### config.mk
export PLATFORM = sky130hd
export DESIGN_NAME = swm_queue
export DESIGN_NICKNAME = d
export VERILOG_FILES = /design/src/rtl/core/swm_pkg.sv /design/src/rtl/core/swm_queue.sv
export SDC_FILE = /design/constraint.sdc
export NUM_CORES = 1
export LEC_CHECK = 0
export BUFFER_PORTS_ARGS = -buffer_cell sky130_fd_sc_hd__buf_2
export CAP_MARGIN = 40
export CORE_AREA = 5 5 237 239
export DETAILED_ROUTE_END_ITERATION = 16
export DIE_AREA = 0 0 242 244
export PLACE_DENSITY = 0.56
export SYNTH_ARGS = -nofsm -noshare
export SYNTH_HDL_FRONTEND = slang
export SYNTH_SLANG_ARGS = --single-unit
### constraint.sdc
create_clock -name clk -period 10.1 [get_ports clk]
set_input_delay 1.515 -clock clk [delete_from_list [all_inputs] [get_ports clk]]
set_output_delay 1.515 -clock clk [all_outputs]
set_load 0.03 [all_outputs]
### src/rtl/core/swm_pkg.sv
// ============================================================================
// swm_pkg - shared types and constants for the 2D sliding window max filter
// Sizes, configuration codes, the front/back queue entry and helper functions.
// ============================================================================
package swm_pkg;

    localparam int MAX_SIZE       = 256;
    localparam int MAX_WINDOW     = 16;
    localparam int VALUE_BITS     = 32;
    localparam int SUM_BITS       = 64;

    localparam int COL_BITS       = $clog2(MAX_SIZE);
    localparam int SIZE_BITS      = COL_BITS + 1;
    localparam int SLOT_BITS      = $clog2(MAX_WINDOW);
    localparam int WIN_BITS       = SLOT_BITS + 1;

    localparam int GROUP_LEN      = 4;
    localparam int GROUPS         = MAX_WINDOW / GROUP_LEN;

    localparam int QUEUE_DEPTH    = 4;
    localparam int QPTR_BITS      = $clog2(QUEUE_DEPTH);

    localparam int CFG_INDEX_BITS = 2;
    localparam int CFG_DATA_BITS  = 9;

    typedef enum logic [CFG_INDEX_BITS-1:0] {
        CFG_MATRIX_SIZE = 2'd0,
        CFG_WINDOW_SIZE = 2'd1
    } cfg_index_t;

    typedef logic [VALUE_BITS-1:0] value_t;

    // raw register contents, clamped where they are used
    typedef struct packed {
        logic [SIZE_BITS-1:0] matrix_size;
        logic [WIN_BITS-1:0]  window_size;
    } cfg_t;

    // one classified element on its way from the front to the back
    typedef struct packed {
        value_t [GROUPS-1:0]  grp_max;   // row window maxima per group of four
        logic [COL_BITS-1:0]  col;
        logic [SLOT_BITS-1:0] slot;      // row modulo window depth
        logic [WIN_BITS-1:0]  win;       // effective window size
        logic                 store;     // full row window: write line store
        logic                 emit;      // full 2D window: produce a result
        logic                 last;      // last element of the matrix
    } entry_t;

    typedef struct packed {
        logic pop;        // back takes the queue head this cycle
        logic sum_clear;  // running sum is zero
    } back_status_t;

    function automatic value_t max2(input value_t a, input value_t b);
        return (a > b) ? a : b;
    endfunction

endpackage

### src/rtl/core/swm_queue.sv
// ============================================================================
// swm_queue - short request queue between front and back
// Circular buffer of classified entries; full is registered state only.
// ============================================================================
module swm_queue (
    input  logic               clk,
    input  logic               rst_n,
    input  logic               push,
    input  swm_pkg::entry_t    entry_in,
    input  logic               pop,
    output swm_pkg::entry_t    entry_out,
    output logic               not_empty,
    output logic               full
);

    swm_pkg::entry_t                 slot_reg [swm_pkg::QUEUE_DEPTH];
    logic [swm_pkg::QPTR_BITS-1:0]   wr_ptr_reg, wr_ptr_next;
    logic [swm_pkg::QPTR_BITS-1:0]   rd_ptr_reg, rd_ptr_next;
    logic [swm_pkg::QPTR_BITS:0]     count_reg, count_next;

    always_comb
    begin
        wr_ptr_next = push ? wr_ptr_reg + swm_pkg::QPTR_BITS'(1) : wr_ptr_reg;
        rd_ptr_next = pop  ? rd_ptr_reg + swm_pkg::QPTR_BITS'(1) : rd_ptr_reg;
        count_next  = count_reg;
        if (push && !pop)
        begin
            count_next = count_reg + (swm_pkg::QPTR_BITS+1)'(1);
        end
        else if (pop && !push)
        begin
            count_next = count_reg - (swm_pkg::QPTR_BITS+1)'(1);
        end
    end

    always_ff @(posedge clk or negedge rst_n)
    begin
        if (!rst_n)
        begin
            wr_ptr_reg <= '0;
            rd_ptr_reg <= '0;
            count_reg  <= '0;
        end
        else
        begin
            wr_ptr_reg <= wr_ptr_next;
            rd_ptr_reg <= rd_ptr_next;
            count_reg  <= count_next;
        end
    end

    always_ff @(posedge clk)
    begin
        if (push)
        begin
            slot_reg[wr_ptr_reg] <= entry_in;
        end
    end

    assign entry_out = slot_reg[rd_ptr_reg];
    assign not_empty = (count_reg != '0);
    assign full      = (count_reg == (swm_pkg::QPTR_BITS+1)'(swm_pkg::QUEUE_DEPTH));

endmodule

## After elaboration in Yosys (flattened, before gate mapping)

Memory sizes are Yosys's and may differ from the RTL's.
Cells that the tools add are included.

- Bits in registers: 7
- Memories kept: 1
- ROM bits: 0
- Word-level logic and storage cells: 19
- Input bits: 152
- Bits in writable memories: 592
- Bits in latches: 0

Memory list:

| memory | words | bits a word | read ports | clocked after memory_dff | write ports | line | text |
|---|---|---|---|---|---|---|---|
| slot_reg | 4 | 148 | 1 | 0 | 1 | swm_queue.sv:16 | `swm_pkg::entry_t slot_reg [swm_pkg::QUEUE_DEPTH];` |

- Mux-type cells: 4
- Add/sub/neg operators: 4
- $lt $le $gt $ge: 0
- Bitwise operators: 0
- Reduce and logical (&&, ||, !) cells: 6
- Divide/modulo/power cells: 0
- Shift-type cells: 0
- Eq/ne operators: 1
- Multiply operators: 0

Operators by type and width:

| kind | number |
|---|---|
| $mux 3 | 2 |
| $add 2x1->2 const B | 2 |
| $add 3x1->3 const B | 1 |
| $eq 3x3->1 const B | 1 |
| $reduce_bool 3->1 | 1 |
| $sub 3x1->3 const B | 1 |
| $logic_and 1x1->1 | 2 |
| $logic_not 1->1 | 2 |
| $mux 1 | 2 |
| $reduce_bool 2->1 | 1 |

## Depth between registers and ports, before layout

- Depth in word-level cells: 4
- Gate-level depth with buffers: 7
- Depth with buffers taken out: 7

## Worst setup path after synthesis

OpenSTA, ideal clock, no wires.

- Path type: input to register
- Start: input push
- End: memory slot_reg[1][0] in the netlist's numbering, enable pin
- Data required time: 9575 ps
- Data arrival time: 4894 ps
- Stages on the path: 1
- Path slack: 4682 ps
- Path through: and2_1

- Cells in the longest elaborated chain, start to end: 2

RTL lines:

| item | line | text |
|---|---|---|
| start, declared | swm_queue.sv:8 | `input logic push,` |
| $mux 1 | swm_queue.sv:54 | `if (push)` |
| $mux 1 (not written as such) | swm_queue.sv:56 | `slot_reg[wr_ptr_reg] <= entry_in;` |
| end, declared | swm_queue.sv:16 |  |

No other way between the ends.

==> results.json <==
{
  "status": "finished clean",
  "cts-htree-levels": 2,
  "worst_pin_slew_ns": 0.794,
  "syn_area_per_cell_um2": 26.9,
  "synth_seq_cells": 599,
  "cts.sinks": 599,
  "vias": 9597,
  "grt-ovfl-total": 0,
  "netlist_area_mm2": 0.0217,
  "r2r_slack_ns": 7.64,
  "final_layout_size_suffix_gt1_frac": 0.462,
  "wire_per_inst_um": 23.2,
  "tns_ns": 0,
  "hold_class": "register to register",
  "rr_startpoint": "wr_ptr_reg[0]",
  "seqCellArea_mm2": 0.0180,
  "cts_buffers": 60,
  "multi_input_area_mm2": 0.00354,
  "nFillCells": 4418,
  "io_pins": 302,
  "cts-root-buf": "clkbuf_16",
  "cts_tree": "yes",
  "gp_congestion": 0.680,
  "die-area_mm2": 0.0590,
  "drtPass1Iterations": 4,
  "final_common_cell": "edfxtp_1",
  "required_ns": 8.59,
  "synth_warnings": 0,
  "hpwl_um": 27200,
  "fmax_ghz": 0.223,
  "ctsHoldBuffers": 0,
  "drt_iter0_drc": 568,
  "clk_pin_slew_ns": 0.06,
  "finClkSkew_ns": 0.0181,
  "nets": 1316,
  "clk_latency_ns": 0.60,
  "antenna_left": 0,
  "setup.worst_path.end_class": "output pin",
  "maxSlewHeadroom": 0.471,
  "portBuffers": 301,
  "area_growth_pct": 20.0,
  "final_cell_mix": "edfxtp_1 (592), buf_2 (301), mux4_2 (148), clkbuf_16 (62), clkbuf_1 (15)",
  "setup_viol": 0,
  "yosysUniqueCellTypes": 19,
  "critical_path_class": "register to output pin",
  "maxCapViolCount": 0,
  "cts_setup_buffers": 0,
  "endpoint": "entry_out[112]",
  "start_util": 0.406,
  "synth_nets": 966,
  "die_x_um": 242,
  "cp-startpoint": "rd_ptr_reg[1]",
  "rsz0062_at_grt": "no",
  "grt_pass1_wl_um": 66800,
  "period_share": 0.444,
  "grt_pass1_vias": 10400,
  "hold_viol": 0,
  "r2r-end": "slot_reg[0][87]",
  "ys_seq_area_frac": 0.826,
  "grt_start_max_net_pins": 79,
  "cts.repair.resized": 0,
  "vdd_drop_max_v": 0.000194,
  "arrival_ns": 2.97,
  "powerDensity_mw_per_mm2": 316,
  "fp.dieH_um": 244,
  "std_cell_rows": 85,
  "grtUsageTotal": 0.147,
  "antenna_found_initial": 6,
  "clock_path_buffers": 3,
  "drc_errors": 0,
  "coreArea_mm2": 0.0536,
  "period_minus_slack_ns": 4.48,
  "reg2regPathDepth": 4,
  "via_per_inst": 5.05,
  "cp-start-kind": "register",
  "cp_max_fo": 51,
  "largest_reg_flops": 592,
  "finalPower_w": 0.00826,
  "finalMaxSlewViolations": 0,
  "p_leak_nw": 8.82,
  "drt-total-wl_um": 44200,
  "syn_inst": 808
}
-- layer usage --
layer | vias up | track usage | share of wire
met4 | 8 | 0.0341 | 0.018
met5 | - | 0 | 0.0012
met2 | 240 | 0.245 | 0.50
met3 | 68 | 0.0467 | 0.071
li1 | 4224 | - | -
met1 | 5057 | 0.192 | 0.41
-- worst max-delay path, cell delays in order (launching register included) --
cell and delay, ns:
dfrtp_4 0.94, buf_4 0.76, mux4_2 0.44, buf_2 0.20
-- cells by family after synthesis --
family                   after synthesis  share of synthesized area
adder cells (fa/ha/maj)                6                    0.00380
flip-flops                           599                      0.826
XOR/XNOR                               6                    0.00242
AO/OA/AOI/OAI                          1                   0.000230
AND/OR/NAND/NOR                        9                    0.00230
multiplexers                         149                      0.154
buffers and inverters                 38                     0.0116
-- where the power goes --
group          leakage, nW  internal (W)  switching [W]  total [W]
registers             5.52       0.00325       0.000141    0.00339
clock network        0.896       0.00121       0.000876    0.00209
logic                 2.41      0.000993        0.00178    0.00278
-- through the flow --
stage	cell area (um^2)	std cells	utilization	worst slack, ns	hold WS [ns]
6_report	26100	1899	0.487	5.62	0.487
5_1_grt	26100	1896	0.486	5.44	0.504
4_1_cts	26100	1896	0.486	5.53	0.494
3_5_place_dp	24200	1792	0.452	6.19	0.482
3_3_place_gp	24000	1783	0.448	5.96	0.482
2_1_floorplan	21700	808	-	4.68	0.449
-- area by class of cell --
| type | count | area share |
|---|---|---|
| Antenna cell | 3 | 0.000288 |
| Clock buffer | 77 | 0.0616 |
| Clock inverter | 27 | 0.00907 |
| Inverter | 4 | 0.000576 |
| Multi-Input combinational cell | 171 | 0.136 |
| Sequential cell | 599 | 0.689 |
| Tap cell | 696 | 0.0334 |
| Timing Repair Buffer | 322 | 0.0706 |
-- synthesized netlist by cell type, drive strengths merged --
library cell	instances	area share
mux4	148	0.15
mux2	1	0.00052
and2	4	0.0012
xnor2	2	0.00081
xor2	4	0.0016
fa	1	0.00092
nand2	2	0.00035
ha	5	0.0029
buf	30	0.010
inv	4	0.00069
o21ai	1	0.00023
nor2	1	0.00017
edfxtp	592	0.82
nor3b	1	0.00035
clkbuf	4	0.00069
dfrtp	7	0.0081
or3	1	0.00029
-- worst min path at each step --
stage	startpoint	end	slack, ns	cells after the start
after detailed placement	count_reg[2]	count_reg[2]	0.48	1
after floorplan	count_reg[2]	count_reg[2]	0.45	1
final	count_reg[2]	count_reg[2]	0.49	1
after global routing	count_reg[2]	count_reg[2]	0.50	1
after global placement	count_reg[2]	count_reg[2]	0.48	1
after CTS	count_reg[2]	count_reg[2]	0.49	1
No activity file was read; power rests on OpenSTA's default activity.
