===== src/rtl/core/swm_pkg.sv =====
// ============================================================================
// swm_pkg - shared types and constants for the 2D sliding window max filter
// Sizes, configuration codes, the front/back queue entry and helper functions.
// ============================================================================
package swm_pkg;

    localparam int MAX_SIZE       = 256;
    localparam int MAX_WINDOW     = 16;
    localparam int VALUE_BITS     = 32;
    localparam int SUM_BITS       = 64;

    localparam int COL_BITS       = $clog2(MAX_SIZE);
    localparam int SIZE_BITS      = COL_BITS + 1;
    localparam int SLOT_BITS      = $clog2(MAX_WINDOW);
    localparam int WIN_BITS       = SLOT_BITS + 1;

    localparam int GROUP_LEN      = 4;
    localparam int GROUPS         = MAX_WINDOW / GROUP_LEN;

    localparam int QUEUE_DEPTH    = 4;
    localparam int QPTR_BITS      = $clog2(QUEUE_DEPTH);

    localparam int CFG_INDEX_BITS = 2;
    localparam int CFG_DATA_BITS  = 9;

    typedef enum logic [CFG_INDEX_BITS-1:0] {
        CFG_MATRIX_SIZE = 2'd0,
        CFG_WINDOW_SIZE = 2'd1
    } cfg_index_t;

    typedef logic [VALUE_BITS-1:0] value_t;

    // raw register contents, clamped where they are used
    typedef struct packed {
        logic [SIZE_BITS-1:0] matrix_size;
        logic [WIN_BITS-1:0]  window_size;
    } cfg_t;

    // one classified element on its way from the front to the back
    typedef struct packed {
        value_t [GROUPS-1:0]  grp_max;   // row window maxima per group of four
        logic [COL_BITS-1:0]  col;
        logic [SLOT_BITS-1:0] slot;      // row modulo window depth
        logic [WIN_BITS-1:0]  win;       // effective window size
        logic                 store;     // full row window: write line store
        logic                 emit;      // full 2D window: produce a result
        logic                 last;      // last element of the matrix
    } entry_t;

    typedef struct packed {
        logic pop;        // back takes the queue head this cycle
        logic sum_clear;  // running sum is zero
    } back_status_t;

    function automatic value_t max2(input value_t a, input value_t b);
        return (a > b) ? a : b;
    endfunction

endpackage


===== src/rtl/core/swm_front.sv =====
// ============================================================================
// swm_front - element intake and classification
// Holds the row window and the position counters, and builds one queue entry
// per accepted element with the group maxima of the row window.
// ============================================================================
module swm_front (
    input  logic               clk,
    input  logic               rst_n,
    input  swm_pkg::cfg_t      cfg,
    input  logic               push,
    input  swm_pkg::value_t    value,
    output swm_pkg::entry_t    entry
);

    swm_pkg::value_t                 win_reg [swm_pkg::MAX_WINDOW];
    swm_pkg::value_t                 win_new [swm_pkg::MAX_WINDOW];
    logic [swm_pkg::COL_BITS-1:0]    col_reg, col_next;
    logic [swm_pkg::COL_BITS-1:0]    row_reg, row_next;
    logic [swm_pkg::SIZE_BITS-1:0]   size_eff;
    logic [swm_pkg::SIZE_BITS-1:0]   last_idx;
    logic [swm_pkg::WIN_BITS-1:0]    win_eff;
    logic                            row_end;
    logic                            mat_end;
    logic                            store;
    logic                            emit;
    swm_pkg::value_t [swm_pkg::GROUPS-1:0] grp_max;

    // clamp registers to their legal range
    always_comb
    begin
        if (cfg.matrix_size == '0)
        begin
            size_eff = swm_pkg::SIZE_BITS'(1);
        end
        else if (cfg.matrix_size > swm_pkg::SIZE_BITS'(swm_pkg::MAX_SIZE))
        begin
            size_eff = swm_pkg::SIZE_BITS'(swm_pkg::MAX_SIZE);
        end
        else
        begin
            size_eff = cfg.matrix_size;
        end

        if (cfg.window_size == '0)
        begin
            win_eff = swm_pkg::WIN_BITS'(1);
        end
        else if (cfg.window_size > swm_pkg::WIN_BITS'(swm_pkg::MAX_WINDOW))
        begin
            win_eff = swm_pkg::WIN_BITS'(swm_pkg::MAX_WINDOW);
        end
        else
        begin
            win_eff = cfg.window_size;
        end
    end

    assign last_idx = size_eff - swm_pkg::SIZE_BITS'(1);
    assign row_end  = ({1'b0, col_reg} >= last_idx);
    assign mat_end  = row_end && ({1'b0, row_reg} >= last_idx);
    assign store    = (({1'b0, col_reg} + swm_pkg::SIZE_BITS'(1))
                       >= swm_pkg::SIZE_BITS'(win_eff));
    assign emit     = store && (({1'b0, row_reg} + swm_pkg::SIZE_BITS'(1))
                       >= swm_pkg::SIZE_BITS'(win_eff));

    // row window after this element is shifted in
    always_comb
    begin
        win_new[0] = value;
        for (int i = 1; i < swm_pkg::MAX_WINDOW; i++)
        begin
            win_new[i] = win_reg[i-1];
        end
    end

    // group maxima over the live part of the window
    always_comb
    begin
        swm_pkg::value_t acc;
        int              idx;
        for (int g = 0; g < swm_pkg::GROUPS; g++)
        begin
            acc = '0;
            for (int i = 0; i < swm_pkg::GROUP_LEN; i++)
            begin
                idx = g * swm_pkg::GROUP_LEN + i;
                if (swm_pkg::WIN_BITS'(idx) < win_eff)
                begin
                    acc = swm_pkg::max2(acc, win_new[idx]);
                end
            end
            grp_max[g] = acc;
        end
    end

    // advance column and row, wrap at row and matrix end
    always_comb
    begin
        col_next = col_reg;
        row_next = row_reg;
        if (mat_end)
        begin
            col_next = '0;
            row_next = '0;
        end
        else if (row_end)
        begin
            col_next = '0;
            row_next = row_reg + swm_pkg::COL_BITS'(1);
        end
        else
        begin
            col_next = col_reg + swm_pkg::COL_BITS'(1);
        end
    end

    always_ff @(posedge clk or negedge rst_n)
    begin
        if (!rst_n)
        begin
            col_reg <= '0;
            row_reg <= '0;
            for (int i = 0; i < swm_pkg::MAX_WINDOW; i++)
            begin
                win_reg[i] <= '0;
            end
        end
        else if (push)
        begin
            col_reg <= col_next;
            row_reg <= row_next;
            for (int i = 0; i < swm_pkg::MAX_WINDOW; i++)
            begin
                win_reg[i] <= win_new[i];
            end
        end
    end

    assign entry.grp_max = grp_max;
    assign entry.col     = col_reg;
    assign entry.slot    = row_reg[swm_pkg::SLOT_BITS-1:0];
    assign entry.win     = win_eff;
    assign entry.store   = store;
    assign entry.emit    = emit;
    assign entry.last    = mat_end;

endmodule


===== config.mk =====
export PLATFORM = sky130hd
export DESIGN_NAME = swm_front
export DESIGN_NICKNAME = d
export VERILOG_FILES = /design/src/rtl/core/swm_pkg.sv /design/src/rtl/core/swm_front.sv
export SDC_FILE = /design/constraint.sdc
export NUM_CORES = 2
export LEC_CHECK = 0
export ABC_AREA = 1
export BUFFER_PORTS_ARGS = -buffer_cell sky130_fd_sc_hd__buf_2
export CAP_MARGIN = 10
export CORE_MARGIN = 1
export CORE_UTILIZATION = 50
export CTS_CLUSTER_DIAMETER = 100
export CTS_CLUSTER_SIZE = 16
export DETAILED_ROUTE_END_ITERATION = 7
export GPL_ROUTABILITY_DRIVEN = 0
export GPL_TIMING_DRIVEN = 0
export PLACE_DENSITY = 0.67
export SETUP_SLACK_MARGIN = 0.02
export SLEW_MARGIN = 10
export SYNTH_ARGS = -nofsm -noshare
export SYNTH_HDL_FRONTEND = slang
export SYNTH_SLANG_ARGS = --single-unit

===== constraint.sdc =====
create_clock -name clk -period 9.7 [get_ports clk]
set_input_delay 1.94 -clock clk [delete_from_list [all_inputs] [get_ports clk]]
set_output_delay 1.94 -clock clk [all_outputs]
set_load 0.02 [all_outputs]

; ---- Word level (Yosys, flattened, before mapping)
; Cells that the tools add are included.
[word_totals]
reg_bits = 496
wordCells = 106
[classes]
n_addsub = 5
n_lt_le_gt_ge = 38
muxes = 40
n_reduce_logical = 6
[ops]
columns = cell, count
row1 = 32-bit 2-to-1 mux, 32
row2 = 32-bit greater-than comparator, 12
row3 = 1-bit by 32-bit greater-than comparator with 1-bit output (first input constant), 4
row4 = 4-bit by 5-bit less-than comparator with 1-bit output (first input constant), 8
row5 = 8-bit 2-to-1 mux, 4
row6 = 3-bit by 5-bit less-than comparator with 1-bit output (first input constant), 4
row7 = 8-bit by 1-bit adder with 9-bit output (second input constant), 2
row8 = 8-bit by 9-bit greater-or-equal comparator with 1-bit output, 2
row9 = 9-bit by 5-bit greater-or-equal comparator with 1-bit output, 2
row10 = 9-bit 2-to-1 mux, 2
row11 = 8-bit by 1-bit adder with 8-bit output (second input constant), 2
row12 = 1-bit by 5-bit less-than comparator with 1-bit output (first input constant), 2
row13 = 2-bit by 5-bit less-than comparator with 1-bit output (first input constant), 2
row14 = 5-bit 2-to-1 mux, 2
row15 = 9-bit greater-than comparator (second input constant), 1
row16 = 9-bit logical NOT, 1
row17 = 9-bit by 1-bit subtractor with 9-bit output (second input constant), 1
row18 = 5-bit greater-than comparator (second input constant), 1
row19 = 5-bit logical NOT, 1
row20 = 1-bit logical AND, 2
row21 = 2-bit AND reduction, 1
row22 = 2-bit nonzero test, 1

; ---- Logic depth before layout (Yosys ltp)
[depth]
word_depth = 14
depth_mapped = 58
depth_no_buf = 54

; ---- Worst setup path after synthesis
; No wires, ideal clock.
[synth_path]
kind = input-to-output
start = input port cfg[3] (netlist name)
end = output port entry[117] (netlist name)
t_arrival_ns = 7.479
slack_ns = 0.281
path_stages = 41
n_path_buf = 4
path_cell_list = inv_1 nor2_2 inv_2 nor2_2 nor2_4 o21ai_1 buf_2 nor2_1 ha_1 nand2_1 nor2_1 nand4_1 nor2_1 nand4_1 nand2_1 nand2_1 buf_2 nand2_1 [... 5 more ...] nor3_1 nand4_1 nand2_1 clkbuf_1 nand3_1 and2_1 ha_1 nand2_1 nor4_1 nand2_1 nand2_1 nand2_1 nand2_1 nand2_1 nand2_1 buf_1 nand3_1 nand2_1
[synth_rtl]
columns = item, line_no
row1 = start: declaration, swm_front.sv:9  ; input swm_pkg::cfg_t cfg,
row2 = end: declaration, swm_front.sv:12  ; output swm_pkg::entry_t entry

==> impl_metrics.yaml <==
status:
  status: "finished, violations left"
  violations: "setup timing"
setup_path:
  required_ns: 7.76
  critPathKind: "in -> out"
  rrSetupSlack_ns: 7.51
  cp_slowest_cell: "ha_4"
  arrival_ns: 8.48
  startpoint_type: "input port"
  crit_path_frequent_cell: "buf_12"
  path_max_fanout: 8
  crit_path_end_kind: "output pin"
  cpPeakStageDelay_ns: 0.28
logic_synthesis:
  async_reset_ff_frac: 1.00
  yosysTopAreaCellShare: 0.352
  yosys-top-cells-count: "nand2_1 (1306), nand3_1 (619), inv_1 (593), o21ai_0 (541), dfrtp_1 (496)"
  ys_ff_latch: 496
  synth_flop_cell: "dfrtp_1"
  ys_seq_area_frac: 0.352
  synth_top_cells_by_area: "dfrtp_1 (35%), ha_1 (15%), nand2_1 (14%)"
  syn_area_per_cell_um2: 7.19
  netlist_instances: 4903
  synth-edff-count: 0
  ys_warn_count: 0
  syn_nets: 5363
  synth_most_common_cell: "nand2_1"
  syn_area_um2: 35300
  synth.distinct_cells: 40
  yosysTopAreaCell: "dfrtp_1"
route:
  routed_wl_um: 122000
  vias_per_cell: 5.67
  first_pass_iters: 6
  vias: 35300
  drt-initial-drc-count: 3094
  antenna_left: 0
  wl_per_cell_um: 19.6
  drc: 0
pwr:
  power_density_nw_per_um2: 300
  power_frac_comb: 0.695
  p_sw_uw: 6590
  internal-power_uw: 7210
  clockPowerShare: 0.111
  ir_drop_mv: 0.228
  pwr-share-seq: 0.195
  leakagePower_uw: 0.0222
  p_sw_frac: 0.477
clocking:
  clock_path_buffers: 3
  cts_tree: "built"
  htree_levels: 2
  cts_root_buffer: "clkbuf_16"
  clkTransAtPathRegs_ns: 0.07
  hold_buffers: 0
  clk_latency_ns: 0.60
  numCtsBuffers: 37
  cts_num_sinks: 496
place:
  pre_cts_ws_ns: -3.02
  io_buffers: 195
  placed_area_um2: 37600
  hpwl_um: 87800
die:
  fp-row-count: 97
  start_util: 0.504
  die-width_um: 268
  io_pins: 197
  die-area_um2: 71600
  die_h_um: 268
  core_area_um2: 69900
sta:
  fmax_mhz: 96.0
  hold_violations: 0
  slew_viol_final: 0
  skew_ns: 0.0158
  setup_viol: 96
  period_needed_ns: 10.42
  rsz0062_at_grt: "true"
  tightest_slew_ns: 0.962
  fin_crit_sh: 1.07
  setup_slack_ns: -0.718
  tns_ns: -54.46
  max-slew-margin-rel: 0.359
global_routing:
  overflow: 0
  grt_pass1_wl_um: 178000
  grt.total_usage: 0.318
  antenna_found_initial: 2
  grt_max_degree: 95
  first_global_vias: 33600
final_layout:
  final_util: 0.658
  nets: 5748
  syn_to_final_growth_pct: 30.4
  drive_above_1_share: 0.225
  design_area_um2: 46000
  largest_reg_flops: 480
min_path:
  min_path_type: "reg -> reg"
job:
  drv_cap: 0
## layout make-up
class | instances | area, um2
clock buffers | 39 | 976
clock inverters | 3 | 32.5
multi-input cells | 3545 | 23800
plain buffers | 256 | 1760
inverters | 602 | 2300
fillers | 5865 | 23900
diodes | 1 | 2.50
flip-flops and latches | 496 | 12400
repair buffers | 350 | 3480
well taps | 940 | 1180
## metrics by stage
stage	std cells	hold slack, ns	total power, uW
4_1_cts	6163	0.479	11500
5_1_grt	6231	0.500	14600
3_3_place_gp	6038	0.455	8660
2_1_floorplan	4903	0.450	6770
3_5_place_dp	6044	0.464	8760
6_report	6232	0.479	13800
## cell families after synthesis
| family | share of synthesized area |
|---|---|
| fa+ha+maj | 0.146 |
| compound gates | 0.116 |
| flops | 0.352 |
| buf+inv | 0.0961 |
| simple gates | 0.286 |
| xor+xnor | 0.00397 |
## path summary, 6_finish.rpt
| check | startpoint | end | depth (start not counted) |
|---|---|---|---|
| setup reg to reg | col_reg[4]$_DFFE_PN0P_ | row_reg[4]$_DFFE_PN0P_ | 11 |
| hold / removal | win_new[253]$_DFFE_PN0P_ | win_new[221]$_DFFE_PN0P_ | 2 |
| hold reg to reg | win_new[253]$_DFFE_PN0P_ | win_new[221]$_DFFE_PN0P_ | 2 |
| setup / recovery | cfg[3] | entry[117] | 47 |
| max in group asynchronous | rst_n | win_new[344]$_DFFE_PN0P_ | 4 |
| min in group asynchronous | rst_n | win_new[46]$_DFFE_PN0P_ | 1 |
## routing by layer
layer	part of all wire	global-route usage	vias up
met5	0	0	-
met4	0.051	0.135	0
met3	0.054	0.0291	350
met2	0.48	0.543	1238
met1	0.41	0.410	17000
li1	-	-	16800
## power by group through the flow
stage                     logic, uW  registers [uW]  clock network (uW)
after floorplan                4160            2610                   0
after global placement         5960            2700                   0
after detailed placement       6060            2700                   0
after CTS                      7300            2660                1540
after global routing          10300            2710                1610
final                          9580            2680                1530
## critical path, delay by kind of cell
family / cells / cell delay (ns)
fa+ha+maj: 3 / 0.78
simple gates: 28 / 3.34
compound gates: 6 / 1.02
buf+inv: 10 / 1.35
## layout by cell type, fill, tap and decap left out, drive strengths merged, types with 3 or more instances in the layout
master and count:
nand3b 5, nor4 7, nor2 197, buf 424, ha 411, nor3 19
nand2 1306, inv 599, and2 124, a21o 5, o22ai 3, xor2 14
nand4 45, o21ai 549, dfrtp 496, clkinv 4, nor3b 5, o21a 15
clkbuf 221, o211ai 11, nand3 619, a21oi 190, o21bai 8
## repair_timing
action	4_1_cts	5_1_grt
resized for setup	491	917
setup buffers	67	59
endpoints found under the setup margin	128	128
hold endpoints to repair	0	0
gates cloned	11	17
pin swaps	83	302
Note: power is estimated with default switching activity, not from simulation.
